### src/rtl/assert_macros.svh
// Assertion macros shared by the RTL of the line ending normalizer.
// Each macro expects signals named clk and arst_n in the including scope.
`ifndef ASSERT_MACROS_SVH
`define ASSERT_MACROS_SVH

// Checks a property at every rising clock edge outside reset.
`define ASSERT_CLK(lbl, prop, msg) \
	lbl: assert property (@(posedge clk) disable iff (!arst_n) prop) else $error(msg);

// Checks that a condition never holds outside reset.
`define ASSERT_NEVER(lbl, cond, msg) \
	lbl: assert property (@(posedge clk) disable iff (!arst_n) !(cond)) else $error(msg);

`endif

### src/rtl/lenorm_pkg.sv
// Package for the line ending normalizer: character codes, ending formats,
// register indexes and default widths. No dependencies.
`default_nettype none

package lenorm_pkg;

	localparam logic [7:0] CH_CR  = 8'h0D;
	localparam logic [7:0] CH_LF  = 8'h0A;
	localparam logic [7:0] CH_NUL = 8'h00;

	typedef enum logic [1:0] {
		FMT_CR   = 2'd0,
		FMT_LF   = 2'd1,
		FMT_CRLF = 2'd2,
		FMT_LFCR = 2'd3
	} fmt_t;

	localparam int unsigned CFG_IDX_BITS = 2;
	typedef enum logic [CFG_IDX_BITS-1:0] {
		REG_TARGET_FORMAT = 2'd0,
		REG_OUT_CAPACITY  = 2'd1,
		REG_COUNT_ONLY    = 2'd2,
		REG_UNUSED        = 2'd3
	} reg_idx_t;

	localparam int unsigned CFG_DATA_BITS       = 32;
	localparam int unsigned LEN_OUT_BITS        = 32;
	localparam int unsigned LENGTH_BITS_DEFAULT = 32;

	// One input byte causes at most five output words.
	localparam int unsigned PLAN_DEPTH = 5;
	localparam int unsigned PLAN_BITS  = 3;

endpackage

`default_nettype wire

### src/rtl/line_ending_normalizer_core.sv
// Line ending normalizer top level: input register, result sequencer and
// output register. Depends on lenorm_pkg and assert_macros.svh.
//
// The core takes a text stream one byte per word and rewrites every CR LF,
// LF CR, lone CR and lone LF into the ending chosen by target_format. A line
// break byte is held until the next byte shows whether it pairs. A NUL byte or
// a byte with in_last ends the stream with a NUL word carrying status and
// total_length; bytes after a NUL are dropped up to the next in_last. Each
// accepted byte sits in one input register while the sequencer sends its
// words, one per cycle unless out_ready holds them back, into a single
// output register. The next byte is taken only when the byte held causes no
// word or its last word has gone out; one byte causes at most five words.
// The output counter is LENGTH_BITS wide and saturates.
`default_nettype none

module line_ending_normalizer_core
	import lenorm_pkg::*;
#(
	parameter int unsigned LENGTH_BITS = LENGTH_BITS_DEFAULT
) (
	input  wire logic                     clk,
	input  wire logic                     arst_n,
	input  wire logic                     cfg_valid,
	output logic                          cfg_ready,
	input  wire logic [CFG_IDX_BITS-1:0]  cfg_index,
	input  wire logic [CFG_DATA_BITS-1:0] cfg_data,
	input  wire logic                     in_valid,
	output logic                          in_ready,
	input  wire logic [7:0]               in_byte,
	input  wire logic                     in_last,
	output logic                          out_valid,
	input  wire logic                     out_ready,
	output logic [7:0]                    out_byte,
	output logic                          written,
	output logic                          end_of_output,
	output logic                          status,
	output logic [LEN_OUT_BITS-1:0]       total_length
);

	localparam int unsigned CMP_BITS = (LENGTH_BITS > CFG_DATA_BITS) ? LENGTH_BITS : CFG_DATA_BITS;
	localparam int unsigned WIDE_BITS = (CMP_BITS > LEN_OUT_BITS) ? CMP_BITS : LEN_OUT_BITS;

	// Configuration registers.
	fmt_t                     fmt_q;
	logic [CFG_DATA_BITS-1:0] cap_q;
	logic                     cnt_only_q;

	// Stream state.
	logic                   pend_q;
	logic                   pend_cr_q;
	logic                   stop_q;
	logic                   ovf_q;
	logic [LENGTH_BITS-1:0] cnt_q;

	// Input register and result index.
	logic                 valid_s1;
	logic [7:0]           byte_s1;
	logic                 last_s1;
	logic [PLAN_BITS-1:0] idx_q;

	// Output register.
	logic                    out_valid_q;
	logic [7:0]              out_byte_q;
	logic                    written_q;
	logic                    end_q;
	logic                    status_q;
	logic [LEN_OUT_BITS-1:0] total_q;

	// Result plan for the byte in the input register.
	logic [7:0]           plan_byte [PLAN_DEPTH];
	logic [PLAN_DEPTH-1:0] plan_end;
	logic [PLAN_BITS-1:0] plan_n;
	logic                 nxt_pend;
	logic                 nxt_pend_cr;
	logic                 nxt_stop;

	logic       is_cr;
	logic       is_lf;
	logic       pair;
	logic [7:0] end0;
	logic [7:0] end1;
	logic       two_byte;

	logic                    emit;
	logic                    last_slot;
	logic                    done;
	logic                    fits;
	logic                    cnt_sat;
	logic                    wr;
	logic                    ovf_after;
	logic [LENGTH_BITS-1:0]  cnt_inc;
	logic [WIDE_BITS-1:0]    cnt_inc_wide;
	logic [LEN_OUT_BITS-1:0] len_sat;

	assign is_cr    = (byte_s1 == CH_CR);
	assign is_lf    = (byte_s1 == CH_LF);
	assign pair     = pend_q && ((pend_cr_q && is_lf) || (!pend_cr_q && is_cr));
	assign end0     = (fmt_q == FMT_CR || fmt_q == FMT_CRLF) ? CH_CR : CH_LF;
	assign end1     = (fmt_q == FMT_CRLF) ? CH_LF : CH_CR;
	assign two_byte = (fmt_q == FMT_CRLF || fmt_q == FMT_LFCR);

	// Lists the words this byte causes, in order; the stream state moves on
	// only when the last of them has gone out, or at once if there are none.
	always_comb begin
		for (int i = 0; i < PLAN_DEPTH; i++) begin
			plan_byte[i] = CH_NUL;
		end
		plan_end    = '0;
		plan_n      = '0;
		nxt_pend    = pend_q;
		nxt_pend_cr = pend_cr_q;
		nxt_stop    = stop_q;
		if (stop_q) begin
			nxt_stop = !last_s1;
		end else begin
			nxt_pend    = 1'b0;
			nxt_pend_cr = 1'b0;
			if (pend_q) begin
				plan_byte[plan_n] = end0;
				plan_n = plan_n + 1'b1;
				if (two_byte) begin
					plan_byte[plan_n] = end1;
					plan_n = plan_n + 1'b1;
				end
			end
			if (pair) begin
				if (last_s1) begin
					plan_end[plan_n] = 1'b1;
					plan_n = plan_n + 1'b1;
				end
			end else if (byte_s1 == CH_NUL) begin
				plan_end[plan_n] = 1'b1;
				plan_n = plan_n + 1'b1;
				nxt_stop = !last_s1;
			end else if (is_cr || is_lf) begin
				if (last_s1) begin
					plan_byte[plan_n] = end0;
					plan_n = plan_n + 1'b1;
					if (two_byte) begin
						plan_byte[plan_n] = end1;
						plan_n = plan_n + 1'b1;
					end
					plan_end[plan_n] = 1'b1;
					plan_n = plan_n + 1'b1;
				end else begin
					nxt_pend    = 1'b1;
					nxt_pend_cr = is_cr;
				end
			end else begin
				plan_byte[plan_n] = byte_s1;
				plan_n = plan_n + 1'b1;
				if (last_s1) begin
					plan_end[plan_n] = 1'b1;
					plan_n = plan_n + 1'b1;
				end
			end
		end
	end

	assign emit      = valid_s1 && (plan_n != '0) && (!out_valid_q || out_ready);
	assign last_slot = (idx_q == plan_n - 1'b1);
	assign done      = valid_s1 && ((plan_n == '0) || (emit && last_slot));
	assign in_ready  = !valid_s1 || done;
	assign cfg_ready = 1'b1;

	// Accounting for the word being sent.
	assign cnt_sat      = &cnt_q;
	assign fits         = CMP_BITS'(cnt_q) < CMP_BITS'(cap_q);
	assign wr           = !cnt_only_q && !ovf_q && fits && !cnt_sat;
	assign ovf_after    = ovf_q || (!cnt_only_q && !(fits && !cnt_sat));
	assign cnt_inc      = cnt_sat ? cnt_q : cnt_q + 1'b1;
	assign cnt_inc_wide = WIDE_BITS'(cnt_inc);
	assign len_sat      = (cnt_inc_wide > WIDE_BITS'({LEN_OUT_BITS{1'b1}})) ?
		{LEN_OUT_BITS{1'b1}} : cnt_inc_wide[LEN_OUT_BITS-1:0];

	always_ff @(posedge clk or negedge arst_n) begin
		if (!arst_n) begin
			fmt_q      <= FMT_LF;
			cap_q      <= '0;
			cnt_only_q <= 1'b0;
		end else if (cfg_valid && cfg_ready) begin
			case (reg_idx_t'(cfg_index))
				REG_TARGET_FORMAT: fmt_q      <= fmt_t'(cfg_data[1:0]);
				REG_OUT_CAPACITY:  cap_q      <= cfg_data;
				REG_COUNT_ONLY:    cnt_only_q <= cfg_data[0];
				default: ;
			endcase
		end
	end

	always_ff @(posedge clk or negedge arst_n) begin
		if (!arst_n) begin
			valid_s1    <= 1'b0;
			idx_q       <= '0;
			pend_q      <= 1'b0;
			pend_cr_q   <= 1'b0;
			stop_q      <= 1'b0;
			ovf_q       <= 1'b0;
			cnt_q       <= '0;
			out_valid_q <= 1'b0;
		end else begin
			if (in_ready) begin
				valid_s1 <= in_valid;
			end
			if (done) begin
				idx_q     <= '0;
				pend_q    <= nxt_pend;
				pend_cr_q <= nxt_pend_cr;
				stop_q    <= nxt_stop;
			end else if (emit) begin
				idx_q <= idx_q + 1'b1;
			end
			if (emit) begin
				out_valid_q <= 1'b1;
				if (plan_end[idx_q]) begin
					cnt_q <= '0;
					ovf_q <= 1'b0;
				end else begin
					cnt_q <= cnt_inc;
					ovf_q <= ovf_after;
				end
			end else if (out_ready) begin
				out_valid_q <= 1'b0;
			end
		end
	end

	always_ff @(posedge clk) begin
		if (in_valid && in_ready) begin
			byte_s1 <= in_byte;
			last_s1 <= in_last;
		end
		if (emit) begin
			out_byte_q <= plan_byte[idx_q];
			written_q  <= wr;
			end_q      <= plan_end[idx_q];
			status_q   <= plan_end[idx_q] && ovf_after;
			total_q    <= plan_end[idx_q] ? len_sat : '0;
		end
	end

	assign out_valid     = out_valid_q;
	assign out_byte      = out_byte_q;
	assign written       = written_q;
	assign end_of_output = end_q;
	assign status        = status_q;
	assign total_length  = total_q;

`include "assert_macros.svh"

	`ASSERT_CLK(a_idx_needs_item, (idx_q != '0) |-> valid_s1, "result index moved without an item")
	`ASSERT_CLK(a_end_clears_count, (emit && plan_end[idx_q]) |=> (cnt_q == '0 && !ovf_q), "count not cleared after end word")
	`ASSERT_NEVER(a_tail_fields, out_valid_q && !end_q && (status_q || total_q != '0), "status or length on a non-end word")
	`ASSERT_NEVER(a_count_only_write, out_valid_q && written_q && cnt_only_q, "word marked written in count-only mode")

endmodule

`default_nettype wire

### config.mk
export PLATFORM = sky130hd
export DESIGN_NAME = line_ending_normalizer_core
export DESIGN_NICKNAME = d
export VERILOG_FILES = /design/src/rtl/lenorm_pkg.sv /design/src/rtl/line_ending_normalizer_core.sv
export VERILOG_INCLUDE_DIRS = /design/src /design/src/rtl
export SDC_FILE = /design/constraint.sdc
export NUM_CORES = 1
export LEC_CHECK = 0
export ABC_AREA = 0
export BUFFER_PORTS_ARGS = -buffer_cell sky130_fd_sc_hd__clkbuf_2
export CAP_MARGIN = 20
export CORE_AREA = 5 5 122 124
export DETAILED_ROUTE_END_ITERATION = 7
export DIE_AREA = 0 0 127 129
export PLACE_DENSITY = 0.78
export SYNTH_ARGS = -nofsm -noshare
export SYNTH_HDL_FRONTEND = slang
export SYNTH_SLANG_ARGS = --single-unit
### constraint.sdc
create_clock -name clk -period 5.55 [get_ports clk]
set_clock_uncertainty 0.1 [all_clocks]
set_input_delay 1.11 -clock clk [delete_from_list [all_inputs] [get_ports clk]]
set_output_delay 1.11 -clock clk [all_outputs]
set_load 0.005 [all_outputs]
==> run metrics, run 1 <==
global-route wire length before repair=30.37 mm; Post-Syn Nets=899; Routed Antenna Nets=0; CP Cell Sequence=inv_1, ha_1, ha_1, inv_1, a221oi_1, o21ai_1, ha_1, ha_1, xor2_1, nand4_1, o21ai_0, clkbuf_2; Tot Pwr=3495 uW; first drt pass iteration count=6; crit-path most repeated cell=ha_1; CP peak stage delay=560 ps; Final Core Density=66.41%; final period utilization=90.63%; Row Count=43; die height=129 um; postcts setup bufs=0; critical path's slowest cell=dfrtp_1; Peak Freq=198.8 MHz; Seq/Total Area, Yosys=43.83%; Synth area leader=dfrtp_1; DR WL/cell=17.30 um; via count=6,425; Setup WS pre-CTS=985.1 ps; Internal=2314 uW; vias per cell=5.993; Overflow after GRT=0; kind of critical path=reg2out; layout cell share with drive strength beyond 1=20.74%; Synth cell types=75; drc violations=0; Clock power frac=33.7%; pwr/cell area=385.1 mW/mm2; R2R Path Start=fmt_q[1]$_DFFE_PN0P_; clock latency on the worst-skew pair=430 ps; commonest non-fill, non-tap cell in the layout=clkbuf_2; P&R area growth vs syn=14.82%; CTS buffer count=17; root buffer cell=clkbuf_16; flops & latches, synth=128; initial drt markers=846; CP top delay family=adder cells; htree depth=4; CTS Hold Buffers Added=0; fin. max-slew vios=0; placed inst area=0.008428 mm2; setup ws final=520.1 ps; Setup crit start kind=flip-flop; top_reg_cell synth=dfrtp_1; Max clock buf depth=2; Tot GR Track Use=23.34%; die area=0.01638 mm2; Clock Sinks=128; MaxCap Viol Count=0; WP data arrival=3820 ps; GP Congestion=0.9745; Port Buffers=92; core area=0.01367 mm2; Rel. slew slack=30.04%; peak supply drop=0.2547 mV; pin count of the biggest net entering global routing=77; sequential group share of total power=39.4%; WP buf/inv=3; RSZ-0062 raised after global routing=no; Resized cells post-CTS=0; Critical Path Start=fmt_q[1]$_DFFE_PN0P_; Required @ worst endpoint=4340 ps; synth top area cells=dfrtp_1 24%, edfxtp_1 20%, ha_1 6.6%; switch share=33.79%; Detailed Route WL=18.55 mm; Die W=127 um; I/O pin total=94; asr flop ratio synth=59.38%; initial antenna violation count=0; NetSw=1181 uW; Setup violations, final=0; Worst Path Max Fanout=12; clock-pin slew on the worst setup and hold paths=60 ps; # diodes=0; Comb power frac=26.9%; Tmin final=5030 ps; number of global-route vias before repair=6,041; setup TNS=0 ps; HP Class=in2async; CTS tree=yes; nets=969; YS warnings=0; mean instance size in the synthesized netlist=9.770 um2; post-synth top area share=23.75%; most frequent cells in the layout=91 x clkbuf_2, 84 x nor2_1, 75 x dfrtp_1; Synth Instances=809; Leakage=0.003998 uW; Slew @ Worst Pin=1041 ps; Mapped Area=0.007904 mm2; CP Capture Type=output port; Final Hold Viols=0; status=finished clean; placed wire-length estimate=13.15 mm; Post-synth EDFFs=52; final instance area=0.009075 mm2; Initial Util=57.84%
==> registers in the layout, indices dropped and copies added (netlist names), 2 cells and up <==
signal        flops
cap_q            32
out_byte          8
byte_s1           8
cnt_q            32
idx_q             3
fmt_q             2
total_length     32
==> logic make-up after synthesis <==
| family | share of synthesized area, % |
|---|---|
| DFF | 43.83 |
| other | 0.04745 |
| xor gates and xnor gates | 5.097 |
| AOI/OAI and AO/OA | 12.65 |
| buffers and inverters | 5.303 |
| and+or+nand+nor | 20.04 |
| adders and majority gates | 6.649 |
| muxes | 6.380 |
==> path summary, 6_finish.rpt <==
path | slack, ps | end | cells past startpoint
setup / recovery | 520 | in_ready | 12
hold / removal | 390 | cap_q[8]$_DFFE_PN0P_ | 1
setup reg to reg | 1170 | cnt_q[15]$_DFFE_PN0P_ | 15
hold reg to reg | 400 | cap_q[17]$_DFFE_PN0P_ | 1
max in group asynchronous | 4380 | fmt_q[0]$_DFFE_PN1P_ | 2
min in group clk | 400 | cap_q[17]$_DFFE_PN0P_ | 1
==> routing by layer <==
layer | vias to the layer above | wire [um] | GRT usage [%]
met1 | 3028 | 8086 | 32.36
met3 | 44 | 1459 | 5.687
met5 | - | 0 | 0
li1 | 3075 | - | -
met2 | 278 | 8638 | 36.58
met4 | 0 | 362 | 7.129
==> worst register-to-register path, delay by kind of cell (launching register included) <==
kind                     cells  cell delay (ps)
AO/OA/AOI/OAI                4             1130
adder cells (fa/ha/maj)      4             1120
buffers and inverters        5             1090
flip-flops                   1              560
AND/OR/NAND/NOR              2              280
==> cell type report <==
cell class / instances / area [um2]
Clock inverter: 13 / 186.4
Clock buffer: 19 / 432.9
Fill cell: 1094 / 4591
Inverter: 46 / 172.7
Tap cell: 180 / 225.2
Multi-Input combinational cell: 582 / 4020
Timing Repair Buffer: 104 / 573.1
Sequential cell: 128 / 3465
==> cells in the mapped netlist, drive strengths merged (26+ instances only) <==
cell type  count
a21oi         26
clkbuf        37
dfrtp         75
edfxtp        52
ha            42
inv           46
mux2          35
nand2         54
nand3         31
nor2          85
nor3          28
o21ai         30
xnor2         27
==> metrics by stage <==
stage	cells	hold slack, ps
floorplan	809	371.1
global placement	1039	386.3
detailed placement	1039	393.2
CTS	1071	405.4
global route	1072	377.3
finish	1072	389.4
==> power groups by stage <==
stage | clock network, uW | registers, uW | logic [uW]
finish | 1180 | 1380 | 940
global route | 1230 | 1400 | 1040
CTS | 1190 | 1370 | 933
detailed placement | 0 | 1390 | 926
global placement | 0 | 1380 | 918
floorplan | 0 | 1300 | 717
No activity file was read; power rests on OpenSTA's default activity.
==> run 2: changes to the inputs <==
==> constraint.sdc (replaced) <==
create_clock -name clk -period 5.5 [get_ports clk]
set_clock_uncertainty 0.1 [all_clocks]
set_input_delay 1.1 -clock clk [delete_from_list [all_inputs] [get_ports clk]]
set_output_delay 1.1 -clock clk [all_outputs]
set_load 0.005 [all_outputs]
==> run 2 against run 1 <==
Compared with the run above: combinational power rose by 2%; first-iteration DRC count increased by 11%; sequential cell count stayed put; register-to-register slack worse by 180 ps; critical path type unchanged; largest cell class unchanged; highest routed layer unchanged.
==> run metrics, run 2 (same netlist as run 1, synthesis figures left out) <==
Overflow after GRT=0; die height=129 um; P&R area growth vs syn=14.79%; Slew @ Worst Pin=1109 ps; Die W=127 um; Routed Antenna Nets=0; via count=6,591; Required @ worst endpoint=4300 ps; Tot Pwr=3563 uW; # diodes=0; commonest non-fill, non-tap cell in the layout=clkbuf_2; Row Count=43; Max clock buf depth=2; CTS Hold Buffers Added=0; first drt pass iteration count=5; core area=0.01367 mm2; die area=0.01638 mm2; placed inst area=0.008426 mm2; Final Hold Viols=0; DR WL/cell=18.34 um; clock latency on the worst-skew pair=430 ps; fin. max-slew vios=0; most frequent cells in the layout=91 x clkbuf_2, 84 x nor2_1, 75 x dfrtp_1; I/O pin total=94; Rel. slew slack=25.71%; clock-pin slew on the worst setup and hold paths=60 ps; CP peak stage delay=580 ps; WP data arrival=3900 ps; layout cell share with drive strength beyond 1=20.45%; peak supply drop=0.1750 mV; kind of critical path=reg2out; postcts setup bufs=0; number of global-route vias before repair=6,321; Clock power frac=34.1%; Tot GR Track Use=24.67%; final instance area=0.009072 mm2; Resized cells post-CTS=0; pin count of the biggest net entering global routing=77; initial drt markers=942; Worst Path Max Fanout=12; htree depth=4; NetSw=1188 uW; Port Buffers=92; Peak Freq=196.0 MHz; RSZ-0062 raised after global routing=no; hold_ws=397.0 ps; Clock Sinks=128; Internal=2375 uW; sequential group share of total power=39.1%; CTS tree=yes; Leakage=0.004002 uW; vias per cell=6.160; switch share=33.34%; final period utilization=92.76%; HP Class=reg2reg; nets=967; Comb power frac=26.8%; pwr/cell area=392.8 mW/mm2; MaxCap Viol Count=0; Detailed Route WL=19.62 mm; Setup crit start kind=flip-flop; GP Congestion=0.9905; CTS buffer count=17; initial antenna violation count=0; Setup violations, final=0; global-route wire length before repair=32.22 mm; setup TNS=0 ps; drc violations=0; CP Cell Sequence=inv_1, ha_1, ha_1, inv_1, a221oi_1, o21ai_1, ha_1, ha_1, xor2_1, nand4_1, o21ai_0, clkbuf_2; Tmin final=5102 ps; critical path's slowest cell=dfrtp_1; root buffer cell=clkbuf_16; crit-path most repeated cell=ha_1; Initial Util=57.84%; CP Capture Type=output port; status=finished clean; placed wire-length estimate=13.50 mm
## run 2: path summary, 6_finish.rpt
path	startpoint	endpoint	slack, ps	cells after the start
max in group asynchronous	arst_n	fmt_q[0]$_DFFE_PN1P_	4120	2
min in group asynchronous	arst_n	cap_q[9]$_DFFE_PN0P_	540	1
worst max register to register	fmt_q[1]$_DFFE_PN0P_	cnt_q[3]$_DFFE_PN0P_	990	15
worst min register to register	cap_q[0]$_DFFE_PN0P_	cap_q[0]$_DFFE_PN0P_	400	1
worst max-delay path	fmt_q[1]$_DFFE_PN0P_	in_ready	400	12
worst min-delay path	cap_q[0]$_DFFE_PN0P_	cap_q[0]$_DFFE_PN0P_	400	1
## run 2: power groups by stage
stage / clock (uW) / sequential, uW / combinational, uW
2_1_floorplan: 0 / 1320 / 724
4_1_cts: 1220 / 1390 / 950
5_1_grt: 1270 / 1420 / 1060
3_5_place_dp: 0 / 1400 / 942
3_3_place_gp: 0 / 1400 / 922
6_report: 1220 / 1390 / 956
## run 2: layout make-up
cell class                      instances  area, um2
Clock buffer                           20      436.7
Multi-Input combinational cell        582       4020
Sequential cell                       128       3465
Tap cell                              180      225.2
Timing Repair Buffer                  102      563.0
Clock inverter                         12      190.2
Fill cell                            1080       4593
Inverter                               46      172.7
## run 2: per-stage QoR
step	cells	worst slack [ps]	util, %
5_1_grt	1070	141.6	66.39
3_5_place_dp	1037	940.0	61.66
6_report	1070	398.3	66.39
2_1_floorplan	809	471.1	-
3_3_place_gp	1037	1034	61.66
4_1_cts	1069	479.4	66.24
## run 2: worst max-delay path, delay by kind of cell, from the launching register on
family                   cells  cell delay [ps]
adder cells (fa/ha/maj)      4             1200
XOR/XNOR                     1              140
AO/OA/AOI/OAI                3              960
flip-flops                   1              580
buffers and inverters        3              410
AND/OR/NAND/NOR              1              190
## run 2: layer usage
| layer | track usage [%] | share of wire (%) | vias to the layer above |
|---|---|---|---|
| met1 | 33.26 | 42 | 3159 |
| met2 | 39.45 | 48 | 326 |
| met5 | 0 | 0 | - |
| li1 | - | - | 3056 |
| met4 | 8.644 | 2.4 | 0 |
| met3 | 5.687 | 8.0 | 50 |
